$ cat src/design/hwdf_pkg.sv
// Package with shared constants and types of the hash window duplicate filter.
`timescale 1ns / 1ps

package hwdf_pkg;

    localparam int unsigned TABLE_DEPTH = 65536;
    localparam int unsigned IDX_W       = $clog2(TABLE_DEPTH);
    localparam int unsigned HASH_W      = 32;
    localparam int unsigned TIME_W      = 32;
    localparam int unsigned TAG_W       = 16;
    localparam int unsigned WIN_W       = 16;
    localparam int unsigned ENTRY_W     = TAG_W + TIME_W;
    localparam logic [WIN_W-1:0] WIN_RESET = WIN_W'(30);

    typedef enum logic [1:0] {
        ST_CLEAR,
        ST_IDLE,
        ST_LOOKUP
    } t_state;

    typedef struct packed {
        logic clear_wr;
        logic capture;
        logic commit;
    } t_dp_cmd;

    typedef struct packed {
        logic clear_last;
        logic out_free;
    } t_dp_status;

endpackage

$ cat src/design/hwdf_ctrl.sv
// Controller state machine for the clearing sweep, table lookup and update.
`timescale 1ns / 1ps

module hwdf_ctrl (
    input  logic                 i_clk,
    input  logic                 i_rst_n,
    input  logic                 i_pkt_valid,
    input  hwdf_pkg::t_dp_status i_status,
    output logic                 o_pkt_ready,
    output hwdf_pkg::t_dp_cmd    o_cmd
);
    import hwdf_pkg::*;

    t_state r_state;
    t_state n_state;

    always_ff @(posedge i_clk) begin
        if (!i_rst_n) begin
            r_state <= ST_CLEAR;
        end else begin
            r_state <= n_state;
        end
    end

    always_comb begin
        n_state     = r_state;
        o_pkt_ready = 1'b0;
        o_cmd       = '0;
        case (r_state)
            ST_CLEAR: begin
                o_cmd.clear_wr = 1'b1;
                if (i_status.clear_last) begin
                    n_state = ST_IDLE;
                end
            end
            ST_IDLE: begin
                o_pkt_ready = 1'b1;
                if (i_pkt_valid) begin
                    o_cmd.capture = 1'b1;
                    n_state       = ST_LOOKUP;
                end
            end
            ST_LOOKUP: begin
                if (i_status.out_free) begin
                    o_cmd.commit = 1'b1;
                    n_state      = ST_IDLE;
                end
            end
            default: begin
                n_state = ST_CLEAR;
            end
        endcase
    end

endmodule

$ cat config.mk
export PLATFORM = sky130hd
export DESIGN_NAME = hwdf_ctrl
export DESIGN_NICKNAME = d
export VERILOG_FILES = /design/src/design/hwdf_pkg.sv /design/src/design/hwdf_ctrl.sv
export SDC_FILE = /design/constraint.sdc
export NUM_CORES = 1
export LEC_CHECK = 0
export ABC_AREA = 1
export BUFFER_PORTS_ARGS = -buffer_cell sky130_fd_sc_hd__buf_2
export CAP_MARGIN = 20
export CORE_AREA = 8 8 45 47
export CTS_BUF_LIST = sky130_fd_sc_hd__clkbuf_4
export CTS_CLUSTER_DIAMETER = 120
export DETAILED_ROUTE_END_ITERATION = 8
export DIE_AREA = 0 0 53 55
export GPL_TIMING_DRIVEN = 0
export SYNTH_ARGS = -nofsm -noshare
export SYNTH_HDL_FRONTEND = slang
export SYNTH_SLANG_ARGS = --single-unit
$ cat constraint.sdc
create_clock -name i_clk -period 1.9 [get_ports i_clk]
set_input_delay 0.38 -clock i_clk [delete_from_list [all_inputs] [get_ports i_clk]]
set_output_delay 0.38 -clock i_clk [all_outputs]
set_load 0.1 [all_outputs]
; Word-level counts from Yosys, hierarchy flattened
; Index checks and enable logic that the tools add are counted.
[op_classes]
n_eq_ne = 5
n_mux = 10
n_reduce_logical = 2
[ops]
columns = cell, count
row1 = 1-bit 2-to-1 mux, 6
row2 = 2-bit 2-to-1 mux, 3
row3 = "2-bit inequality test, second input constant", 3
row4 = 2-bit case mux with 3 select lines, 1
row5 = 3-bit AND reduction, 1
row6 = "2-bit by 1-bit == test with 1-bit output, second input constant", 1
row7 = "2-bit == test, second input constant", 1
row8 = 2-bit logical NOT, 1
[word_totals]
register_bits = 2
inputBits = 5
output_inout_bits = 4

; Logic depth before layout (Yosys ltp)
; Gate-level depths: netlist (run 1).
[logic_depth]
word_depth = 3
mapped_depth = 4
mapped_depth_nobuf = 4

; Worst setup path before layout (run 1)
; No wires, ideal clock.
[synth_path]
kind = register to output
startpoint = register r_state[1]
endpoint = output port o_cmd[0] (netlist bit)
arrival_time_ns = 2.513
t_required_ns = 1.520
setup_slack_ns = -0.993
path_stages_with_launch = 3
path_cell_list = dfxtp_1 -> inv_1 -> nor3_1
[synth_lines]
columns = element, line
row1 = "start, declared", hwdf_ctrl.sv:14  ; t_state r_state;
row2 = "start signal, assigned", hwdf_ctrl.sv:21  ; r_state <= n_state;
row3 = "end, declared", hwdf_ctrl.sv:10  ; output hwdf_pkg::t_dp_cmd o_cmd

==> impl_results.md, run 1 <==
- Drt first pass iters: 1
- Total wire length: 353 µm
- Routed Antenna Nets: 0
- Fin. max-slew vios: 0
- Placed inst area: roughly 190 µm²
- WP data required: approximately 1500 ps
- F_max: 0.588 GHz
- Cell Area, Synth: 120 µm²
- All-layer global routing usage: 0.0350
- CTS Root Cell: clkbuf_4
- Hold Path Origin: i_rst_n
- Cell row count: 14
- Hold Path Stages: 3
- Ports: 9
- Worst setup margin: 199 ps
- Core Area: approximately 1400 µm²
- Clock Tree Buf Depth: 2
- Total CTS buffers: 3
- Port-buffer cells: 8
- Iter 0 DRT Violations: 0
- Area Growth Syn to Fin: 78.1%
- WL/cell: about 7.7 µm
- Post-synthesis cell type count: 10
- Clk_lat worst skew: around 230 ps
- Routability cong.: 0.649
- RSZ-0062 raised after global routing: no
- Depth of the CTS H-tree: 1
- DP Wirelength: 290 µm
- Flop and latch count out of synthesis: 2
- Commonest non-fill, non-tap cells in the layout: buf_2 (8), inv_1 (6), nand2_1 (4), clkbuf_4 (3), dfxtp_1 (2)
- Die X: 53 µm
- # DRC: 0
- Hold crit path type: input pin to flop
- Pin count of the biggest net entering global routing: 7
- Critical Path Source Type: flop
- Pwr Total: 226 µW
- Setup violations, final: 0
- Worst path arrival time: 1320 ps
- Global-route wire length before repair: ~570 µm
- Worst Clk Skew: 0.723 ps
- FILL cells: about 160
- Crit path time final: roughly 1700 ps
- Power Density: approximately 1100 nW/µm²
- Post-synthesis cell count: 19
- Clk slew on worst S/H paths: 30 ps
- Final-stage net count: 37
- GRT overflow: 0
- Pleak: 0.123 nW
- DR vias/cell: 3.09
- Sequential area share after synthesis: 0.333
- Peak supply drop: 0.000172 V
- Antenna cells: 0
- Max Cap Viol: 0
- Status: finished clean
- Minimum hold slack: 387 ps
- Commonest non-fill, non-tap cell in the layout: buf_2
- Worst slack, placed: 422 ps
- Die Ht: 55 µm
- Die area: roughly 3000 µm²
- Biggest register: r_state
- # clock sinks: 2
- Final Hold Viols: 0
- Syn avg cell area: ~6.3 µm²
- Initial antenna violation count: 0
- Clock tree from TritonCTS: done
- Post-CTS Setup Inserts: 0
- Synth warn: 0
- WHS Endpoint: r_state[0]
- Slew HR: 0.675
- Worst-path fanout max: 4
- Reg2reg end: r_state[1]
- Largest register FFs: 2
- Largest regs: r_state x2
- Element type at the critical path end: output port
- Synth Net Count: 24
- Least-Margin Pin Slew: 491 ps
- Worst Reg-to-Reg Cells: 2
- Vias in the first global route: 141
- Setup_tns: 0 ps
- Period utilization: 0.895
- Reg2reg start: r_state[0]
- Crit Path Class: flop to output port
- Starting Density: 0.0868
- Via count: around 140
- Post_cts resized: 0
- Final instance area: approximately 210 µm²
- R2R Setup Slk: 1110 ps
- Hold_buf cts: 0
- Share of cells above drive strength 1: 0.467
==> worst max path at each step <==
stage | startpoint | endpoint | slack, ps | depth (start not counted)
detailed placement | r_state[1] | o_cmd[0] | 420 | 3
global route | r_state[1] | o_cmd[0] | 120 | 3
finish | r_state[1] | o_cmd[0] | 200 | 3
global placement | r_state[1] | o_cmd[0] | 440 | 3
floorplan | r_state[1] | o_cmd[0] | 260 | 2
CTS | r_state[1] | o_cmd[0] | 170 | 3
==> cell families (layout without fill, tap and decap cells) <==
kind of cell / count (synthesis) / in the layout / synth area share
buf+inv: 6 / 17 / 0.187
simple gates: 9 / 9 / 0.375
compound gates: 2 / 2 / 0.104
flops: 2 / 2 / 0.333
==> critical path, stage by stage (launching register included) <==
cell,delay (ps)
dfxtp_1,380
inv_1,110
nor3_4,160
buf_2,440
==> synthesized netlist by cell type <==
cell type / n / area [µm²]
a21boi_1: 1 / 7.51
nor2_1: 1 / 3.75
inv_1: 6 / 22.5
nand3_1: 1 / 5.00
o21ai_0: 1 / 5.00
dfxtp_1: 2 / 40.0
nor2_2: 1 / 6.26
nor3_1: 1 / 5.00
nand2_1: 4 / 15.0
nand3_2: 1 / 10.0
==> report_power, final <==
part           internal (mW)  switching [mW]
Combinational         0.0143          0.0644
Clock                 0.0699          0.0262
Sequential            0.0456         0.00551
Total                  0.130          0.0961
==> layer usage <==
metal,share of wire,vias to the layer above,track usage
met3,0.16,0,0.0508
met5,0,-,0
li1,-,80,-
met1,0.44,56,0.0228
met2,0.41,6,0.0410
met4,0,0,0.0388
==> layout make-up <==
| type | count | area, µm² | area share |
|---|---|---|---|
| tap | 16 | 20.0 | 0.0936 |
| multi-input combinational | 11 | 68.8 | 0.322 |
| sequential | 2 | 40.0 | 0.187 |
| timing repair buffer | 8 | 40.0 | 0.187 |
| inverter | 6 | 22.5 | 0.105 |
| clock buffer | 3 | 22.5 | 0.105 |
==> through the flow <==
stage               utilization  instances
floorplan                     -         19
global placement          0.138         43
detailed placement        0.138         43
CTS                       0.155         46
global route              0.155         46
finish                    0.155         46
No activity file was read; power rests on OpenSTA's default activity.
==> run 2, diff against run 1 <==
Settings changed: PLACE_DENSITY from default to 0.3.
==> impl_results.md, run 2 (synthesis gave the netlist of run 1 again) <==
- Switching share of power: 0.417 (-0.00859)
- Logic pwr share: 0.357 (+0.009)
- Biggest register: r_state
- Post_cts resized: 0 (unchanged)
- Power Density: 1040 nW/µm² (-1.7%)
- Pwr Total: 222 µW (-1.7%)
- Total wire length: 377 µm (+6.8%)
- Slew HR: 0.677 (+0.00216)
- Core Area: 1380 µm² (unchanged)
- Commonest non-fill, non-tap cells in the layout: buf_2 (8), inv_1 (6), nand2_1 (4), clkbuf_4 (3), dfxtp_1 (2)
- Critical path buffer and inverter count: 2 (unchanged)
- Slowest CP cell: buf_2
- Ports: 9 (unchanged)
- Period utilization: 0.890 (-0.00480)
- Initial antenna violation count: 0 (unchanged)
- DP Wirelength: 316 µm (+8.8%)
- Fin. max-slew vios: 0 (unchanged)
- Drt first pass iters: 1 (unchanged)
- Peak supply drop: 0.000133 V (-23%)
- Worst-path fanout max: 4 (unchanged)
- Depth of the CTS H-tree: 1 (unchanged)
- Starting Density: 0.0868 (unchanged)
- Clock Power Share: 0.412 (-0.013)
- Crit path time final: 1690 ps (-9.13 ps)
- Least-Margin Pin Slew: 487 ps (-3.26 ps)
- Critical Path Source Type: flop
- Clock tree from TritonCTS: done
- Die X: 53 µm (unchanged)
- Via count: 152 (+7.0%)
- Placed cells: 43 (unchanged)
- Total CTS buffers: 3 (unchanged)
- Setup violations, final: 0 (unchanged)
- WP data required: 1520 ps (about the same)
- Worst slack, placed: 429 ps (+6.85 ps)
- RSZ-0062 raised after global routing: no
- Area Growth Syn to Fin: 78.1% (unchanged)
- Final-stage net count: 37 (unchanged)
- Share of cells above drive strength 1: 0.467 (unchanged)
- Largest regs: r_state x2
- CP max stage delay: 440 ps (about the same)
- Worst setup margin: 208 ps (+9.13 ps)
- Post-CTS Setup Inserts: 0 (unchanged)
- DR vias/cell: 3.30 (+7.0%)
- Worst path arrival time: 1310 ps (about the same)
- Worst Clk Skew: 0.579 ps (-0.144 ps)
- Share of power burned in registers: 0.231 (+0.005)
- Commonest non-fill, non-tap cell in the layout: buf_2
- Status: finished clean
- Clk slew on worst S/H paths: 30 ps (about the same)
- Crit path max-delay family: buffers and inverters
- Final instance area: 214 µm² (unchanged)
- Minimum hold slack: 402 ps (+15.7 ps)
- All-layer global routing usage: 0.0300 (-0.00495)
- Pin count of the biggest net entering global routing: 7 (unchanged)
- Routability cong.: 0.596 (-8.2%)
- Non-Filler Instances: 46 (unchanged)
- Element type at the critical path end: output port
- # DRC: 0 (unchanged)
- Final Hold Viols: 0 (unchanged)
- Die area: 2920 µm² (unchanged)
- Max Cap Viol: 0 (unchanged)
- Worst path cell trace: inv_1 > nor3_4 > buf_2
- WL/cell: 8.20 µm (+6.8%)
- Die Ht: 55 µm (unchanged)
- Hold crit path type: input pin to flop
- Largest register FFs: 2 (unchanged)
- Pleak: 0.123 nW (unchanged)
- Setup_tns: 0 ps (unchanged)
- Clock Tree Buf Depth: 2 (unchanged)
- Sw Pwr: 92.6 µW (-3.7%)
- Cell row count: 14 (unchanged)
- Vias in the first global route: 169 (+20%)
- Hold_buf cts: 0 (unchanged)
- Iter 0 DRT Violations: 0 (unchanged)
- CTS Root Cell: clkbuf_4
- Global-route wire length before repair: 572 µm (unchanged)
- Routed Antenna Nets: 0 (unchanged)
- Placed inst area: 191 µm² (unchanged)
- Internal: 129 µW (-0.25%)
- Crit Path Class: flop to output port
- Clk_lat worst skew: 220 ps (about the same)
- GRT overflow: 0 (unchanged)
- Final core occ: 0.155 (unchanged)
- Antenna cells: 0 (unchanged)
- # clock sinks: 2 (unchanged)
- Port-buffer cells: 8 (unchanged)
- F_max: 0.591 GHz (+0.54%)
-- run 2: cell counts in the layout (fill, tap and decap cells not counted) --
Identical to the previous run, type by type.
-- run 2: tightest hold or removal path, stage by stage --
cell     delay (ps)
buf_2           110
nand2_1          50
nor2_1           30
-- run 2: power by group through the flow --
stage,Sequential [mW],Combinational [mW],Clock [mW]
3_3_place_gp,0.0520,0.0798,0
5_1_grt,0.0518,0.0829,0.103
6_report,0.0513,0.0792,0.0915
4_1_cts,0.0514,0.0802,0.0964
2_1_floorplan,0.0510,0.0668,0
3_5_place_dp,0.0520,0.0801,0
-- run 2: final cells by class --
type / instances / area [µm²]
Clock buffer: 3 / 22.5
Fill cell: 167 / 1170
Inverter: 6 / 22.5
Multi-Input combinational cell: 11 / 68.8
Sequential cell: 2 / 40.0
Tap cell: 16 / 20.0
Timing Repair Buffer: 8 / 40.0
-- run 2: final timing paths --
kind	startpoint	to	slack, ps	depth (start not counted)
worst max-delay path	r_state[1]	o_cmd[0]	210	3
worst min register to register	r_state[1]	r_state[1]	520	2
worst min-delay path	i_rst_n	r_state[0]	400	3
worst max register to register	r_state[0]	r_state[0]	1090	3
-- run 2: metal layers --
layer  vias up  GRT usage  share of wire
met5         -          0              0
met1        64     0.0227           0.36
met4         0     0.0517          0.053
met3         2     0.0241           0.18
met2         8     0.0371           0.41
li1         78          -              -
